**src/rtl/tga_pixel_data_decoder_assert.svh**
```systemverilog
// Assertion macros shared by the TGA pixel data decoder queue and result sequencer.
`ifndef TGA_PIXEL_DATA_DECODER_ASSERT_SVH
`define TGA_PIXEL_DATA_DECODER_ASSERT_SVH

// Same-cycle implication, checked outside reset.
`define TPD_ASSERT_NOW(label, ante, cons) \
  label: assert property (@(posedge clk) disable iff (!rst_n) (ante) |-> (cons)) \
    else $error("tpd assertion failed");

// Next-cycle implication, checked outside reset.
`define TPD_ASSERT_NEXT(label, ante, cons) \
  label: assert property (@(posedge clk) disable iff (!rst_n) (ante) |=> (cons)) \
    else $error("tpd assertion failed");

`endif

```
**src/rtl/tpd_pkg.sv**
```systemverilog
// Package for the TGA pixel data decoder: codes, job and status types.
`default_nettype none

package tpd_pkg;

  // Pixel mode codes
  localparam logic [2:0] MODE_RAW24 = 3'd0;
  localparam logic [2:0] MODE_RAW32 = 3'd1;
  localparam logic [2:0] MODE_RAW16 = 3'd2;
  localparam logic [2:0] MODE_GREY8 = 3'd3;
  localparam logic [2:0] MODE_RLE24 = 3'd4;
  localparam logic [2:0] MODE_RLE32 = 3'd5;

  // Configuration register indexes
  localparam logic CFG_PIXEL_MODE  = 1'b0;
  localparam logic CFG_PIXEL_TOTAL = 1'b1;

  localparam int unsigned TOTAL_W = 30;

  // One decoded pixel and how many times it goes out
  typedef struct packed {
    logic [31:0] px;
    logic [7:0]  len;
    logic        done;
  } tpd_job_t;

  // Queue status seen by the front and back
  typedef struct packed {
    logic full;
    logic empty;
  } tpd_qstat_t;

endpackage

`default_nettype wire

```
**src/rtl/tpd_front.sv**
```systemverilog
// Front end: accepts stream beats, parses RLE packets and assembles pixels.
`default_nettype none

module tpd_front (
  input  wire logic                 clk,
  input  wire logic                 rst_n,
  input  wire logic                 cfg_we,
  input  wire logic                 cfg_index,
  input  wire logic [29:0]          cfg_wdata,
  input  wire logic                 in_valid,
  output logic                      in_stall,
  input  wire logic [7:0]           in_data_byte,
  input  wire tpd_pkg::tpd_qstat_t  qstat,
  output logic                      job_push,
  output tpd_pkg::tpd_job_t         job
);
  import tpd_pkg::*;

  logic [2:0]         mode_r, mode_nxt;
  logic [TOTAL_W-1:0] total_r, total_nxt;
  logic [TOTAL_W-1:0] left_r, left_nxt;
  logic [7:0]         pkt_r, pkt_nxt;
  logic               run_r, run_nxt;
  logic [31:0]        asm_r, asm_nxt;
  logic [1:0]         idx_r, idx_nxt;

  logic        accept, active, rle;
  logic [1:0]  need, idx_inc;
  logic [31:0] asm_new, px;
  logic [7:0]  len_raw, len_clamp;
  logic [TOTAL_W-1:0] left_dec;
  logic [7:0]  pkt_dec;

  assign in_stall = qstat.full;
  assign accept   = in_valid && !in_stall;
  assign rle      = (mode_r == MODE_RLE24) || (mode_r == MODE_RLE32);
  assign active   = (mode_r <= MODE_RLE32) && !((left_r == '0) && (pkt_r == '0));
  assign left_dec = left_r - TOTAL_W'(1);
  assign pkt_dec  = pkt_r - 8'd1;

  // Bytes per pixel, two bits with four wrapping to zero
  always_comb begin
    unique case (mode_r)
      MODE_RAW24, MODE_RLE24: need = 2'd3;
      MODE_RAW32, MODE_RLE32: need = 2'd0;
      MODE_RAW16:             need = 2'd2;
      default:                need = 2'd1;
    endcase
  end

  // Byte placement into the pixel being gathered
  always_comb begin
    asm_new = asm_r;
    unique case (idx_r)
      2'd0: asm_new[7:0]   = in_data_byte;
      2'd1: asm_new[15:8]  = in_data_byte;
      2'd2: asm_new[23:16] = in_data_byte;
      2'd3: asm_new[31:24] = in_data_byte;
    endcase
  end
  assign idx_inc = idx_r + 2'd1;

  // Colour expansion of a finished pixel
  always_comb begin
    unique case (mode_r)
      MODE_RAW16: px = {{8{asm_new[15]}}, asm_new[4:0], 3'b000,
                        asm_new[9:5], 3'b000, asm_new[14:10], 3'b000};
      MODE_GREY8: px = {8'hFF, asm_new[7:0], asm_new[7:0], asm_new[7:0]};
      default:    px = asm_new;
    endcase
  end

  // Packet length, clamped to the pixels still to come
  assign len_raw   = {1'b0, in_data_byte[6:0]} + 8'd1;
  assign len_clamp = (left_r < TOTAL_W'(len_raw)) ? left_r[7:0] : len_raw;

  // Next state and job generation
  always_comb begin
    mode_nxt  = mode_r;
    total_nxt = total_r;
    left_nxt  = left_r;
    pkt_nxt   = pkt_r;
    run_nxt   = run_r;
    asm_nxt   = asm_r;
    idx_nxt   = idx_r;
    job_push  = 1'b0;
    job.px    = px;
    job.len   = 8'd1;
    job.done  = 1'b0;
    if (cfg_we) begin
      if (cfg_index == CFG_PIXEL_MODE) begin
        mode_nxt = cfg_wdata[2:0];
      end else begin
        total_nxt = cfg_wdata;
      end
      left_nxt = (cfg_index == CFG_PIXEL_TOTAL) ? cfg_wdata : total_r;
      pkt_nxt  = '0;
      run_nxt  = 1'b0;
      asm_nxt  = '0;
      idx_nxt  = '0;
    end else if (accept && active) begin
      if (rle && (pkt_r == '0)) begin
        left_nxt = left_r - TOTAL_W'(len_clamp);
        pkt_nxt  = len_clamp;
        run_nxt  = in_data_byte[7];
        asm_nxt  = '0;
        idx_nxt  = '0;
      end else if (idx_inc != need) begin
        asm_nxt = asm_new;
        idx_nxt = idx_inc;
      end else begin
        asm_nxt  = '0;
        idx_nxt  = '0;
        job_push = 1'b1;
        if (!rle) begin
          left_nxt = left_dec;
          job.done = (left_dec == '0);
        end else if (run_r) begin
          pkt_nxt  = '0;
          job.len  = pkt_r;
          job.done = (left_r == '0);
        end else begin
          pkt_nxt  = pkt_dec;
          job.done = (pkt_dec == '0) && (left_r == '0);
        end
      end
    end
  end

  always_ff @(posedge clk) begin
    if (!rst_n) begin
      mode_r  <= MODE_RAW24;
      total_r <= TOTAL_W'(1);
      left_r  <= TOTAL_W'(1);
      pkt_r   <= '0;
      run_r   <= 1'b0;
      asm_r   <= '0;
      idx_r   <= '0;
    end else begin
      mode_r  <= mode_nxt;
      total_r <= total_nxt;
      left_r  <= left_nxt;
      pkt_r   <= pkt_nxt;
      run_r   <= run_nxt;
      asm_r   <= asm_nxt;
      idx_r   <= idx_nxt;
    end
  end

endmodule

`default_nettype wire

```
**src/rtl/tpd_queue.sv**
```systemverilog
// Job queue between the front end and the result sequencer.
`default_nettype none

`include "tga_pixel_data_decoder_assert.svh"

module tpd_queue #(
  parameter int unsigned DEPTH = 2
) (
  input  wire logic                clk,
  input  wire logic                rst_n,
  input  wire logic                flush,
  input  wire logic                push,
  input  wire tpd_pkg::tpd_job_t   push_data,
  input  wire logic                pop,
  output tpd_pkg::tpd_job_t        pop_data,
  output tpd_pkg::tpd_qstat_t      qstat
);
  import tpd_pkg::*;

  localparam int unsigned PW = $clog2(DEPTH);
  localparam int unsigned CW = $clog2(DEPTH + 1);
  localparam logic [PW-1:0] LAST = PW'(DEPTH - 1);

  tpd_job_t        mem_r [DEPTH];
  logic [PW-1:0]   wp_r, wp_nxt, rp_r, rp_nxt;
  logic [CW-1:0]   cnt_r, cnt_nxt;

  assign qstat.full  = (cnt_r == CW'(DEPTH));
  assign qstat.empty = (cnt_r == '0);
  assign pop_data    = mem_r[rp_r];

  // Pointer and fill count update
  always_comb begin
    wp_nxt  = wp_r;
    rp_nxt  = rp_r;
    cnt_nxt = cnt_r;
    if (flush) begin
      wp_nxt  = '0;
      rp_nxt  = '0;
      cnt_nxt = '0;
    end else begin
      if (push) begin
        wp_nxt = (wp_r == LAST) ? '0 : wp_r + PW'(1);
      end
      if (pop) begin
        rp_nxt = (rp_r == LAST) ? '0 : rp_r + PW'(1);
      end
      if (push && !pop) begin
        cnt_nxt = cnt_r + CW'(1);
      end else if (pop && !push) begin
        cnt_nxt = cnt_r - CW'(1);
      end
    end
  end

  always_ff @(posedge clk) begin
    if (!rst_n) begin
      wp_r  <= '0;
      rp_r  <= '0;
      cnt_r <= '0;
    end else begin
      wp_r  <= wp_nxt;
      rp_r  <= rp_nxt;
      cnt_r <= cnt_nxt;
    end
  end

  // Storage
  always_ff @(posedge clk) begin
    if (push && !flush) begin
      mem_r[wp_r] <= push_data;
    end
  end

  `TPD_ASSERT_NOW(a_no_overflow, push, !qstat.full)
  `TPD_ASSERT_NOW(a_no_underflow, pop, !qstat.empty)
  `TPD_ASSERT_NEXT(a_fill_up, push && !pop && !flush, cnt_r == $past(cnt_r) + CW'(1))

endmodule

`default_nettype wire

```
**src/rtl/tpd_back.sv**
```systemverilog
// Result sequencer: turns jobs into result beats of one or two pixels.
`default_nettype none

`include "tga_pixel_data_decoder_assert.svh"

module tpd_back (
  input  wire logic                clk,
  input  wire logic                rst_n,
  input  wire logic                flush,
  input  wire tpd_pkg::tpd_qstat_t qstat,
  input  wire tpd_pkg::tpd_job_t   job,
  output logic                     pop,
  output logic                     out_valid,
  input  wire logic                out_stall,
  output logic [31:0]              out_first_pixel,
  output logic [31:0]              out_second_pixel,
  output logic [1:0]               out_pixel_count,
  output logic                     out_image_done,
  output logic                     out_run_end
);
  import tpd_pkg::*;

  logic        busy_r, busy_nxt;
  logic [31:0] px_r, px_nxt;
  logic [7:0]  rem_r, rem_nxt;
  logic        done_r, done_nxt;
  logic        last, pair, accept;

  assign pair   = (rem_r >= 8'd2);
  assign last   = (rem_r <= 8'd2);
  assign accept = busy_r && !out_stall;
  assign pop    = !flush && !qstat.empty && (!busy_r || (accept && last));

  // Result beat from the current job
  assign out_valid        = busy_r;
  assign out_first_pixel  = px_r;
  assign out_second_pixel = pair ? px_r : 32'd0;
  assign out_pixel_count  = pair ? 2'd2 : 2'd1;
  assign out_image_done   = done_r && last;
  assign out_run_end      = last;

  // Advance through the job, load the next one when it ends
  always_comb begin
    busy_nxt = busy_r;
    px_nxt   = px_r;
    rem_nxt  = rem_r;
    done_nxt = done_r;
    if (flush) begin
      busy_nxt = 1'b0;
    end else if (pop) begin
      busy_nxt = 1'b1;
      px_nxt   = job.px;
      rem_nxt  = job.len;
      done_nxt = job.done;
    end else if (accept) begin
      if (last) begin
        busy_nxt = 1'b0;
      end else begin
        rem_nxt = rem_r - 8'd2;
      end
    end
  end

  always_ff @(posedge clk) begin
    if (!rst_n) begin
      busy_r <= 1'b0;
    end else begin
      busy_r <= busy_nxt;
    end
  end

  always_ff @(posedge clk) begin
    px_r   <= px_nxt;
    rem_r  <= rem_nxt;
    done_r <= done_nxt;
  end

  `TPD_ASSERT_NOW(a_done_ends_run, out_valid && out_image_done, out_run_end)
  `TPD_ASSERT_NOW(a_mid_run_pair, out_valid && !out_run_end, out_pixel_count == 2'd2)
  `TPD_ASSERT_NEXT(a_mid_run_hold, accept && !last && !flush, busy_r)

endmodule

`default_nettype wire

```
**src/rtl/tga_pixel_data_decoder.sv**
```systemverilog
// TGA pixel data decoder top level.
//
// Input channel: one pixel-data byte per beat (in_valid, in_stall,
// in_data_byte). Output channel: one beat carries one or two decoded pixels
// with a pixel count, an image-done flag and a flag for the last beat caused
// by the input byte. Configuration: cfg_we writes pixel_mode (index 0) or
// pixel_total (index 1); every write restarts decoding of a new image.
// Path: a byte that completes a pixel pushes a job at the edge it is taken;
// the job waits in the queue until the result stage is free, which then
// loads it into its registers and raises out_valid.
// Throughput: raw and expanded modes take one byte a cycle while in_stall is
// low and give one beat per finished pixel (every 3, 4, 2 or 1 bytes); an RLE
// run of N pixels gives ceil(N/2) beats, one a cycle while out_stall is low,
// and input stalls once the job queue is full.
// A packet byte gives no beat.
// Reset: pixel_mode 0, pixel_total 1, queue and result stage empty.
// A stalled receiver holds the current beat; the front end keeps taking
// bytes until the queue fills, then raises in_stall.
`default_nettype none

module tga_pixel_data_decoder #(
  parameter int unsigned QUEUE_DEPTH = 2
) (
  input  wire logic        clk,
  input  wire logic        rst_n,
  input  wire logic        cfg_we,
  input  wire logic        cfg_index,
  input  wire logic [29:0] cfg_wdata,
  input  wire logic        in_valid,
  output logic             in_stall,
  input  wire logic [7:0]  in_data_byte,
  output logic             out_valid,
  input  wire logic        out_stall,
  output logic [31:0]      out_first_pixel,
  output logic [31:0]      out_second_pixel,
  output logic [1:0]       out_pixel_count,
  output logic             out_image_done,
  output logic             out_run_end
);
  import tpd_pkg::*;

  tpd_qstat_t qstat;
  tpd_job_t   push_job, pop_job;
  logic       push, pop;

  tpd_front u_front (
    .clk          (clk),
    .rst_n        (rst_n),
    .cfg_we       (cfg_we),
    .cfg_index    (cfg_index),
    .cfg_wdata    (cfg_wdata),
    .in_valid     (in_valid),
    .in_stall     (in_stall),
    .in_data_byte (in_data_byte),
    .qstat        (qstat),
    .job_push     (push),
    .job          (push_job)
  );

  tpd_queue #(
    .DEPTH (QUEUE_DEPTH)
  ) u_queue (
    .clk       (clk),
    .rst_n     (rst_n),
    .flush     (cfg_we),
    .push      (push),
    .push_data (push_job),
    .pop       (pop),
    .pop_data  (pop_job),
    .qstat     (qstat)
  );

  tpd_back u_back (
    .clk              (clk),
    .rst_n            (rst_n),
    .flush            (cfg_we),
    .qstat            (qstat),
    .job              (pop_job),
    .pop              (pop),
    .out_valid        (out_valid),
    .out_stall        (out_stall),
    .out_first_pixel  (out_first_pixel),
    .out_second_pixel (out_second_pixel),
    .out_pixel_count  (out_pixel_count),
    .out_image_done   (out_image_done),
    .out_run_end      (out_run_end)
  );

endmodule

`default_nettype wire

```
**config.mk**
```make
export PLATFORM = sky130hd
export DESIGN_NAME = tga_pixel_data_decoder
export DESIGN_NICKNAME = d
export VERILOG_FILES = /design/src/rtl/tpd_pkg.sv /design/src/rtl/tpd_front.sv /design/src/rtl/tpd_queue.sv /design/src/rtl/tpd_back.sv /design/src/rtl/tga_pixel_data_decoder.sv
export VERILOG_INCLUDE_DIRS = /design/src /design/src/rtl
export SDC_FILE = /design/constraint.sdc
export NUM_CORES = 1
export LEC_CHECK = 0
export BUFFER_PORTS_ARGS = -buffer_cell sky130_fd_sc_hd__buf_2
export CAP_MARGIN = 30
export CORE_ASPECT_RATIO = 0.5
export CORE_UTILIZATION = 60
export CTS_CLUSTER_SIZE = 8
export DETAILED_ROUTE_END_ITERATION = 16
export HOLD_SLACK_MARGIN = 0.1
export PLACE_DENSITY = 0.86
export SETUP_SLACK_MARGIN = 0.3
export SLEW_MARGIN = 25
export SYNTH_ARGS = -nofsm -noshare
export SYNTH_HDL_FRONTEND = slang
export SYNTH_HIERARCHICAL = 1
export SYNTH_SLANG_ARGS = --single-unit
```
**constraint.sdc**
```tcl
create_clock -name clk -period 7.6 [get_ports clk]
set_clock_uncertainty 0.15 [all_clocks]
set_input_delay 1.52 -clock clk [delete_from_list [all_inputs] [get_ports clk]]
set_output_delay 1.52 -clock clk [all_outputs]
set_load 0.03 [all_outputs]
```
* After elaboration in Yosys (flattened, before gate mapping)
Memories as Yosys holds them, arrays and structs flattened. A register that Yosys moved wholly into a read port is not among the register bits.
Index checks and enable logic that the tools add are counted.
** Word-level totals
- Register bits :: 152
- Memory bits (writable) :: 82
- Bits of input ports :: 44
- Output and inout bits :: 70
- Logic and storage cells :: 141
- Memories kept :: 1
** Memories
- u_queue.mem_r :: words 2, bits a word 41, read ports 1, clocked after memory_dff 1, wr ports 1, RTL line tpd_queue.sv:24 : tpd_job_t mem_r [DEPTH];
** Operators by class
- Add/subtract/negate cells :: 10
- $lt $le $gt $ge :: 4
- Equality and inequality tests :: 14
- Mux-type cells :: 49
- Bitwise operators :: 3
- Reductions and logical operators :: 46
** Operator list (number)
- 30-bit two-way mux :: 6
- 8-bit two-way mux :: 14
- 32-bit two-way mux :: 3
- 32-bit case mux with 2 select lines :: 1
- 30-bit logical NOT :: 2
- 9-bit two-way mux :: 4
- 30-bit by 8-bit less-than comparator with 1-bit output :: 1
- 30-bit by 1-bit subtractor with 30-bit output, second input constant :: 1
- 30-bit by 8-bit subtractor with 30-bit output :: 1
- 8-bit logical NOT :: 2
- 1-bit two-way mux :: 15
- 1-bit logical AND :: 14
- 2-bit two-way mux :: 5
- 2-bit nonzero test :: 5
- 3-bit AND reduction :: 3
- 7-bit by 1-bit adder with 8-bit output, second input constant :: 1
- 8-bit by 2-bit greater-or-equal comparator with 1-bit output, second input constant :: 1
- 8-bit by 2-bit <= comparator with 1-bit output, second input constant :: 1
- 1-bit logical NOT :: 8
- 2-bit AND reduction :: 4
- 8-bit by 1-bit subtractor with 8-bit output, second input constant :: 1
- 8-bit by 2-bit subtractor with 8-bit output, second input constant :: 1
- 2-bit equality test, second input constant :: 3
- 3-bit by 2-bit equality test with 1-bit output, second input constant :: 2
- 18 further kinds :: 27

* Logic depth before layout (Yosys ltp)
Gate-level depths: netlist of the first run.
- Word-level depth :: 12
- Gate-level depth with buffers :: 22
- Depth with buffers taken out :: 19

* By module
The synthesis of the first run kept the hierarchy.
** By module, submodules not included
- tpd_front :: instances 1, cells each 970, area an instance 7567.3 um^2, seq. area each 2122.0 um^2
- tpd_queue :: instances 1, cells each 152, area an instance 3165.5 um^2, seq. area each 2562.5 um^2
- tpd_back :: instances 1, cells each 128, area an instance 1791.7 um^2, seq. area each 1251.2 um^2

* Worst setup path before layout of the first run
No wires, ideal clock.
- Path kind :: input -> register
- From :: in in_valid
- To :: mem u_queue/mem_r[0][0] (netlist name), enable pin
- Setup time :: 0.500 ns
- Arrival time :: 5.784 ns
- Required time :: 6.950 ns
- Slack :: 1.166 ns
- Cell stages on the path :: 5
- Buffers on the path :: 0
- Path through :: inv_1 a211oi_1 o41ai_4 nor4_1 nor3b_1
** On the way
- Word-level cells in the longest chain between the ends :: 7
** RTL lines
- start: declaration :: RTL line tga_pixel_data_decoder.sv:29 : input wire logic in_valid,
- 1-bit logical AND :: RTL line tpd_front.sv:35 : assign accept = in_valid && !in_stall;
- 1-bit logical AND :: RTL line tpd_front.sv:101 : end else if (accept && active) begin
- 1-bit two-way mux :: RTL line tpd_front.sv:101
- 1-bit two-way mux :: RTL line tpd_front.sv:90 : if (cfg_we) begin
- net push :: RTL line tga_pixel_data_decoder.sv:44 : logic push, pop;
- 1-bit logical AND :: RTL line tpd_queue.sv:70 : if (push && !flush) begin
- 1-bit two-way mux :: RTL line tpd_queue.sv:70
- 1-bit two-way mux (implied by the code) :: RTL line tpd_queue.sv:71 : mem_r[wp_r] <= push_data;
- end: declaration :: RTL line tpd_queue.sv:24
The timed path passes the listed nets, and every way through them passes these cells.

* Worst setup path in the final report of the first run
- From :: in in_data_byte[2]
- To :: reg u_front.left_r[29]
** On the way
- Word-level cells in the longest chain between the ends :: 7
** RTL lines
- start: declaration :: RTL line tga_pixel_data_decoder.sv:31 : input wire logic [7:0] in_data_byte,
- 7-bit by 1-bit adder with 8-bit output (*) :: RTL line tpd_front.sv:74 : assign len_raw = {1'b0, in_data_byte[6:0]} + 8'd1;
- 30-bit by 8-bit less-than comparator with 1-bit output :: RTL line tpd_front.sv:75 : assign len_clamp = (left_r < TOTAL_W'(len_raw)) ? left_r[7:0] : len_raw;
- 8-bit two-way mux (*) :: RTL line tpd_front.sv:75
- 30-bit by 8-bit subtractor with 30-bit output (*) :: RTL line tpd_front.sv:103 : left_nxt = left_r - TOTAL_W'(len_clamp);
- 30-bit two-way mux (*) :: RTL line tpd_front.sv:102 : if (rle && (pkt_r == '0)) begin
- 30-bit two-way mux (*) :: RTL line tpd_front.sv:101
- 30-bit two-way mux (*) :: RTL line tpd_front.sv:90
- end signal: assignment :: RTL line tpd_front.sv:142 : left_r <= left_nxt;
- end: declaration :: RTL line tpd_front.sv:21 : logic [TOTAL_W-1:0] left_r, left_nxt;
Mark *: on every way between the ends. The rest lies on a longest branch, timed or not. The select of a mux whose other input is x is not followed.
A chain may end at the register's enable or synchronous reset.

==> results of run 1 <==
cell type report:
cell class / instances / share of cell area [%]
Clock inverter: 4 / 0.441
Clock buffer: 54 / 6.68
Sequential cell: 235 / 41.9
Multi-Input combinational cell: 900 / 43.1
Tap cell: 266 / 2.35
Inverter: 31 / 0.821
Timing Repair Buffer: 128 / 4.78
power by group through the flow:
stage                     Sequential, mW  Clock, mW  Combinational (mW)
final                               1.41       1.42               0.367
after global routing                1.41       1.50               0.401
after CTS                           1.40       1.43               0.361
after detailed placement            1.43          0               0.357
after global placement              1.43          0               0.347
after floorplan                     1.41          0               0.272
cell usage in the layout, fill, tap and decap left out, types with 5 or more instances in the layout:
master     count
or4_1         10
o21ai_0       64
a21oi_2        5
o21a_1         9
nand2b_1      13
o211ai_1       9
mux2_2        73
o31a_1         6
nand4_1        8
buf_2        113
nor3_1        29
o31ai_1       10
a211oi_1      15
edfxtp_1     123
xor2_1        12
a31oi_1       15
inv_1         31
nand2_1      112
xnor2_1       29
clkbuf_1      19
o21ai_1        5
nor2b_1       14
a2111oi_2      5
clkbuf_16     35
a22oi_1       17
and2_1        43
or3_1         11
nor2_1       100
dfxtp_1      112
buf_4         15
a21boi_0      27
mux2i_1       40
nand3b_1       7
nor4_1        12
and3_1         6
a21oi_1       71
nand3_1       29
ha_1          26
logic make-up (layout without fill, tap and decap cells):
| logic type | count (synthesis) | in the layout |
|---|---|---|
| DFF | 235 | 235 |
| adders and majority gates | 27 | 27 |
| xor gates and xnor gates | 41 | 41 |
| buffers and inverters | 115 | 217 |
| and+or+nand+nor | 425 | 425 |
| AOI/OAI and AO/OA | 291 | 291 |
| muxes | 116 | 116 |
flip-flops by register name (all words and copies together) (netlist names), 2 cells and up, named ones only:
signal and count:
u_front/mode_r 3, u_front/pkt_r 8, u_back/out_first_pixel 32, u_front/total_r 30
u_front/idx_r 2, u_front/asm_r 32, u_queue/cnt_r 2, u_front/left_r 30
u_queue/mem_r 82, u_back/rem_r 8
worst max-delay path: cells and delay by family:
kind | cells | cell delay [ns]
buffers and inverters | 3 | 0.34
XOR/XNOR | 1 | 0.21
AND/OR/NAND/NOR | 5 | 1.10
adder cells (fa/ha/maj) | 2 | 0.56
AO/OA/AOI/OAI | 8 | 2.47
multiplexers | 1 | 0.37
synth_stat cells, types with 11 or more instances:
cell type	count
nand3_1	29
xor2_1	12
or3_1	11
a22oi_1	17
inv_1	31
nor4_1	12
mux2i_1	40
buf_2	14
dfxtp_1	112
nand2_1	112
nor2_1	100
ha_1	26
and2_1	43
edfxtp_1	123
a21boi_0	27
a211oi_1	15
nor3_1	30
nand2b_1	13
nor2b_1	14
a31oi_1	16
o21ai_0	64
mux2_2	73
clkbuf_1	55
xnor2_1	29
a21oi_1	71
worst max-delay path by stage:
stage | to | slack, ns | cells after the start
2_1_floorplan | u_queue/mem_r[0][0]$_DFFE_PP_ | 1.17 | 5
3_3_place_gp | u_front/left_r[29]$_SDFFE_PN0P_ | 1.02 | 20
3_5_place_dp | u_front/left_r[29]$_SDFFE_PN0P_ | 0.86 | 20
4_1_cts | u_front/left_r[29]$_SDFFE_PN0P_ | 1.37 | 20
5_1_grt | u_front/left_r[29]$_SDFFE_PN0P_ | 0.93 | 20
6_report | u_front/left_r[29]$_SDFFE_PN0P_ | 1.31 | 20
layer usage:
metal  up-vias  share of wire, %
met5         -                 0
met4         0               2.8
met3        81               8.0
met2       544                47
met1      4787                42
li1       4718                 -
==> key figures, run 1 <==
Setup path
  • WS Path Type: in2reg
  • R2r startpoint: u_front/left_r[20]$_SDFFE_PN0P_
  • FF-to-FF path depth: 14
  • Setup crit start: in_data_byte[2]
  • Crit. End Element: flip-flop
  • R2r setup slk: 2.00 ns
  • Worst-path cell chain: buf_2 > and3_1 > and2_1 > nand2_1 > xnor2_1 > inv_1 > ha_1 > a21o_1 > a211oi_1 > o211a_1 > mux2i_1 > inv_1 > ha_1 > nor2b_1 > o31a_1 > o31a_1 > o31ai_2 > a31oi_2 > or4_1 > a31oi_1
  • Worst EP arrival: 6.58 ns
  • Critical Path Fanout Max: 11
  • Reg2reg end: u_front/left_r[29]$_SDFFE_PN0P_
  • Crit start category: input pin
  • Critical-path top delay cell: o31ai_2
  • Slowest cell delay on critical path: 0.62 ns
  • Worst endpoint required time: 7.89 ns

Power and ir drop
  • P_sw: 835 uW
  • Logic pwr share: 11.5%
  • P_leak: 5.20 nW
  • Maximum VDD drop: 0.179 mV
  • Sequential share of power: 44.0%
  • Sw frac: 26.2%
  • Tot Pwr: 3.19 mW
  • Int Pwr: 2.36 mW
  • Pwr Density: 225 mW/mm^2
  • Clk network pwr share: 44.5%

Floorplanning
  • FP Rows: 36
  • Die Wd: 206 microns
  • DIE AREA: 0.0215 sq mm
  • Ports: 114
  • Die Ht: 104 microns
  • Starting Density: 62.8%
  • Core footprint: 0.0200 sq mm

Clocking
  • # hold bufs at CTS: 0
  • Root buffer cell: clkbuf_16
  • CTS sink count: 235
  • Post-CTS setup buffer count: 0
  • CTS tree: yes
  • Num CTS Buffers: 35
  • Clk_lat worst skew: 0.52 ns
  • Htree depth: 2
  • Reg clk slew, reported paths: 0.05 ns
  • CTS max path bufs: 3
  • CTS-repair resized insts: 0

Global routing
  • Global route overflow: 0
  • Vias in the first global route: 9741
  • M1 GR Usage: 39.7%
  • Largest net degree at the start of global routing: 64
  • First-pass GRT wire length: 50300 microns
  • Met3 GRT Util: 4.89%
  • Gr busiest metal: met2
  • GR Layer Usage met2: 47.3%
  • Initial antenna violation count: 0
  • Overall Global Routing Usage: 29.2%

Synthesis
  • Yosys top cell area share: 29.5%
  • Avg Inst Size Synth: 10.0 sq um
  • YS warnings: 6
  • Post-synthesis sequential area ratio: 47.4%
  • Synth area leaders: edfxtp_1 (29%), dfxtp_1 (18%), mux2_2 (6.6%)
  • Main combinational cell family by area after synthesis: simple AND/OR/NAND/NOR gates
  • Compound-Gate Fraction of Synth Area: 15.6%
  • Cell area after synthesis: 0.0125 sq mm
  • Simple-gate area share of the yosys netlist: 17.3%
  • Fraction of synthesized area in multiplexers: 10.0%
  • Cell taking the most area after synthesis: edfxtp_1
  • Post-synthesis net count: 1321
  • Synth Area in XOR/XNOR: 2.87%
  • FFs w/ async S/R, synth: 0%
  • Prevailing post-synth register cell: edfxtp_1
  • Post-synth EDFFs: 123
  • Yosys cell types: 84
  • Yosys reg bits: 235
  • Cell count after synthesis: 1250
  • Adder-Cell Fraction of Synth Area: 2.76%

Drt
  • DR iter-0 viols: 949
  • DR WL/cell: 19.2 microns
  • Final wirelength: 31000 microns
  • Residual DRC: 13
  • First drt pass iteration count: 12
  • Avg Vias per Cell: 6.26
  • Antenna viol nets, final: 0
  • Via count: 10130

Placement
  • Post-DP HPWL: 20700 microns
  • Port buffer count: 113
  • DP Worst Slack: 0.860 ns
  • Post-Place Cell Area: 0.0132 sq mm
  • Cells after DPL: 1560
  • GPL Wtd Cong: 0.989

Run
  • Max-cap violations: 0

Final layout
  • Filler cells: 1424
  • Area growth syn-to-layout: 13.2%
  • Final Util: 71.1%
  • Fin nets: 1402
  • N_diodes: 0
  • Share of post-route cells with drive strength above 1: 20.8%
  • Storage cell area: 0.00594 sq mm
  • Multi-input logic area: 0.00611 sq mm
  • Final Cell Area: 0.0142 sq mm
  • Final non-filler cell total: 1618

STA
  • Max Fclk: 159 MHz
  • Fin worst setup slack: 1.31 ns
  • Min Hold Slack: 0.298 ns
  • Ratio of final minimum period to clock period: 82.8%
  • Slew margin rel.: 39.1%
  • Final hold vios: 0
  • TNS Setup: 0 ns
  • Final min period: 6.29 ns
  • RSZ-0062 raised after global routing: no
  • Final slew viol count: 0
  • Slew @ Worst Pin: 0.914 ns
  • # setup viols final: 0

Status
  • Violated checks: design-rule violations
  • Status: complete, but fails checks

Hold path
  • Hold path cells: 2
  • Hold_sp: u_front/asm_r[4]$_SDFFE_PP0P_
  • Worst hold path class: reg2reg
  • Hold endpoint: u_front/asm_r[4]$_SDFFE_PP0P_
Note: power is estimated with default switching activity, not from simulation.
==> run 2, diff against run 1 <==
--- a/config.mk
+++ b/config.mk
@@ -9,11 +9,11 @@
 export BUFFER_PORTS_ARGS = -buffer_cell sky130_fd_sc_hd__buf_2
 export CAP_MARGIN = 30
 export CORE_ASPECT_RATIO = 0.5
-export CORE_UTILIZATION = 60
+export CORE_UTILIZATION = 54
 export CTS_CLUSTER_SIZE = 8
 export DETAILED_ROUTE_END_ITERATION = 16
 export HOLD_SLACK_MARGIN = 0.1
-export PLACE_DENSITY = 0.86
+export PLACE_DENSITY = 0.82
 export SETUP_SLACK_MARGIN = 0.3
 export SLEW_MARGIN = 25
 export SYNTH_ARGS = -nofsm -noshare
==> constraint.sdc (replaced) <==
create_clock -name clk -period 5.1 [get_ports clk]
set_clock_uncertainty 0.15 [all_clocks]
set_input_delay 1.02 -clock clk [delete_from_list [all_inputs] [get_ports clk]]
set_output_delay 1.02 -clock clk [all_outputs]
set_load 0.03 [all_outputs]
==> run 2 against run 1 <==
  * The run now ends clean
  * Sequential cell count unchanged
  * Wire length up 1.4%
  * Sequential power up 48%
  * Clock-buffer cell count down 1
  * First-iteration DRC count down 4.5%
  * Via count up 0.43%
  * Global-route usage down 2.6 points
  * Combinational power up 81%
==> key figures, run 2 (synthesized netlist as in run 1, its figures left out) <==
Floorplanning
  • Starting Density: 56.4%
  • Die Ht: 110 microns
  • DIE AREA: 0.0238 sq mm
  • Core footprint: 0.0222 sq mm
  • Die Wd: 217 microns
  • FP Rows: 38
  • Ports: 114

STA
  • Final min period: 4.96 ns
  • Fin worst setup slack: 0.140 ns
  • # setup viols final: 0
  • Slew margin rel.: 35.7%
  • Final hold vios: 0
  • Min Hold Slack: 0.302 ns
  • Ratio of final minimum period to clock period: 97.3%
  • RSZ-0062 raised after global routing: yes
  • Slew @ Worst Pin: 0.963 ns
  • TNS Setup: 0 ns
  • Max Fclk: 202 MHz
  • Final slew viol count: 0

Hold path
  • Hold path cells: 2
  • Hold_sp: u_front/asm_r[23]$_SDFFE_PP0P_
  • Worst hold path class: reg2reg

Power and ir drop
  • Pwr Density: 322 mW/mm^2
  • Maximum VDD drop: 0.189 mV
  • P_leak: 5.62 nW

Drt
  • DR WL/cell: 18.3 microns
  • Final wirelength: 31400 microns
  • Avg Vias per Cell: 5.92
  • Antenna viol nets, final: 0
  • First drt pass iteration count: 8
  • DR iter-0 viols: 906
  • Via count: 10174
  • Residual DRC: 0

Final layout
  • Fin nets: 1471
  • Filler cells: 1630
  • Area growth syn-to-layout: 20.6%
  • Largest Register: u_queue/mem_r
  • Commonest cells after routing, fill and taps aside: edfxtp_1 (123), dfxtp_1 (112), buf_2 (111), nand2_1 (111), nor2_1 (100)
  • N_diodes: 0
  • Final non-filler cell total: 1720
  • Largest register FFs: 82
  • Commonest non-fill, non-tap cell in the layout: edfxtp_1
  • Share of post-route cells with drive strength above 1: 27.3%

Setup path
  • FF-to-FF path depth: 15
  • Worst endpoint required time: 5.40 ns
  • WS Path Type: in2reg
  • Crit. End Element: flip-flop
  • R2r startpoint: u_front/left_r[8]$_SDFFE_PN0P_
  • Setup crit start: in_data_byte[3]
  • Critical Path Fanout Max: 5
  • Crit start category: input pin
  • Worst EP arrival: 5.26 ns

Global routing
  • Global route overflow: 0
  • Overall Global Routing Usage: 26.6%
  • Largest net degree at the start of global routing: 64
  • Initial antenna violation count: 0
  • Vias in the first global route: 9804
  • First-pass GRT wire length: 50200 microns

Clocking
  • CTS max path bufs: 3
  • Htree depth: 2
  • Num CTS Buffers: 35
  • Clk_lat worst skew: 0.52 ns
  • CTS tree: yes
  • # hold bufs at CTS: 0
  • Reg clk slew, reported paths: 0.05 ns
  • CTS sink count: 235
  • Root buffer cell: clkbuf_16

Placement
  • Port buffer count: 113
  • Cells after DPL: 1642
  • Post-DP HPWL: 21300 microns
  • GPL Wtd Cong: 0.939
  • DP Worst Slack: -0.488 ns

Status
  • Status: finished clean

Run
  • Max-cap violations: 0
[run 2: cell count changes in the layout (fill, tap and decap cells not counted), sizes merged]
cell,before,now
buf,128,196
[run 2: what timing repair did]
| item | CTS | global route |
|---|---|---|
| hold endpoints to repair | 0 | 0 |
| pin swaps | 11 | 14 |
| setup buffers | 12 | 6 |
| cloned | 1 | 0 |
| endpoints found under the setup margin | 17 | 23 |
| gates resized for setup | 30 | 25 |
[run 2: final cells by class]
class	instances	area (sq um)	share of cell area [%]
Clock buffer	53	943	6.25
Clock inverter	4	62.6	0.414
Inverter	31	119	0.787
Multi-Input combinational cell	900	6410	42.4
Sequential cell	235	5940	39.3
Tap cell	300	375	2.49
Timing Repair Buffer	197	1260	8.32
[run 2: final timing paths]
kind              slack, ns                         endpoint
setup reg to reg       0.48  u_front/left_r[26]$_SDFFE_PN0P_
hold / removal         0.30   u_front/asm_r[23]$_SDFFE_PP0P_
setup / recovery       0.14  u_front/left_r[26]$_SDFFE_PN0P_
hold reg to reg        0.30   u_front/asm_r[23]$_SDFFE_PP0P_
[run 2: metal layers]
layer  vias to the layer above  share of wire, %  GRT usage [%]
li1                       4879                 -              -
met1                      4803                43           34.0
met2                       408                46           44.7
met3                        84               6.8           5.53
met4                         0               3.4           10.7
met5                         -                 0              0
[run 2: worst max-delay path: stages]
cell       delay (ns)
buf_6            0.07
and3_4           0.18
and2_4           0.14
nand2_2          0.06
xnor2_2          0.16
inv_2            0.06
ha_4             0.21
a21o_1           0.17
a211oi_2         0.21
o211a_1          0.27
buf_6            0.13
mux2_4           0.32
ha_4             0.23
nor2b_4          0.12
o31a_1           0.27
o31a_1           0.27
or4_4            0.52
buf_8            0.17
a2111oi_4        0.31
mux2i_1          0.21
and3_1           0.16
[run 2: stage by stage]
stage          area (sq um)  power [mW]  util, %
2_1_floorplan         12600        2.52        -
3_3_place_gp          13600        2.70     61.4
3_5_place_dp          13600        2.72     61.5
4_1_cts               14900        4.86     67.2
5_1_grt               15100        5.04     68.0
6_report              15100        4.87     68.0
[run 2: power breakdown]
group / internal (mW) / switching (mW)
Sequential: 2.03 / 0.0515
Clock: 1.28 / 0.839
Combinational: 0.271 / 0.394
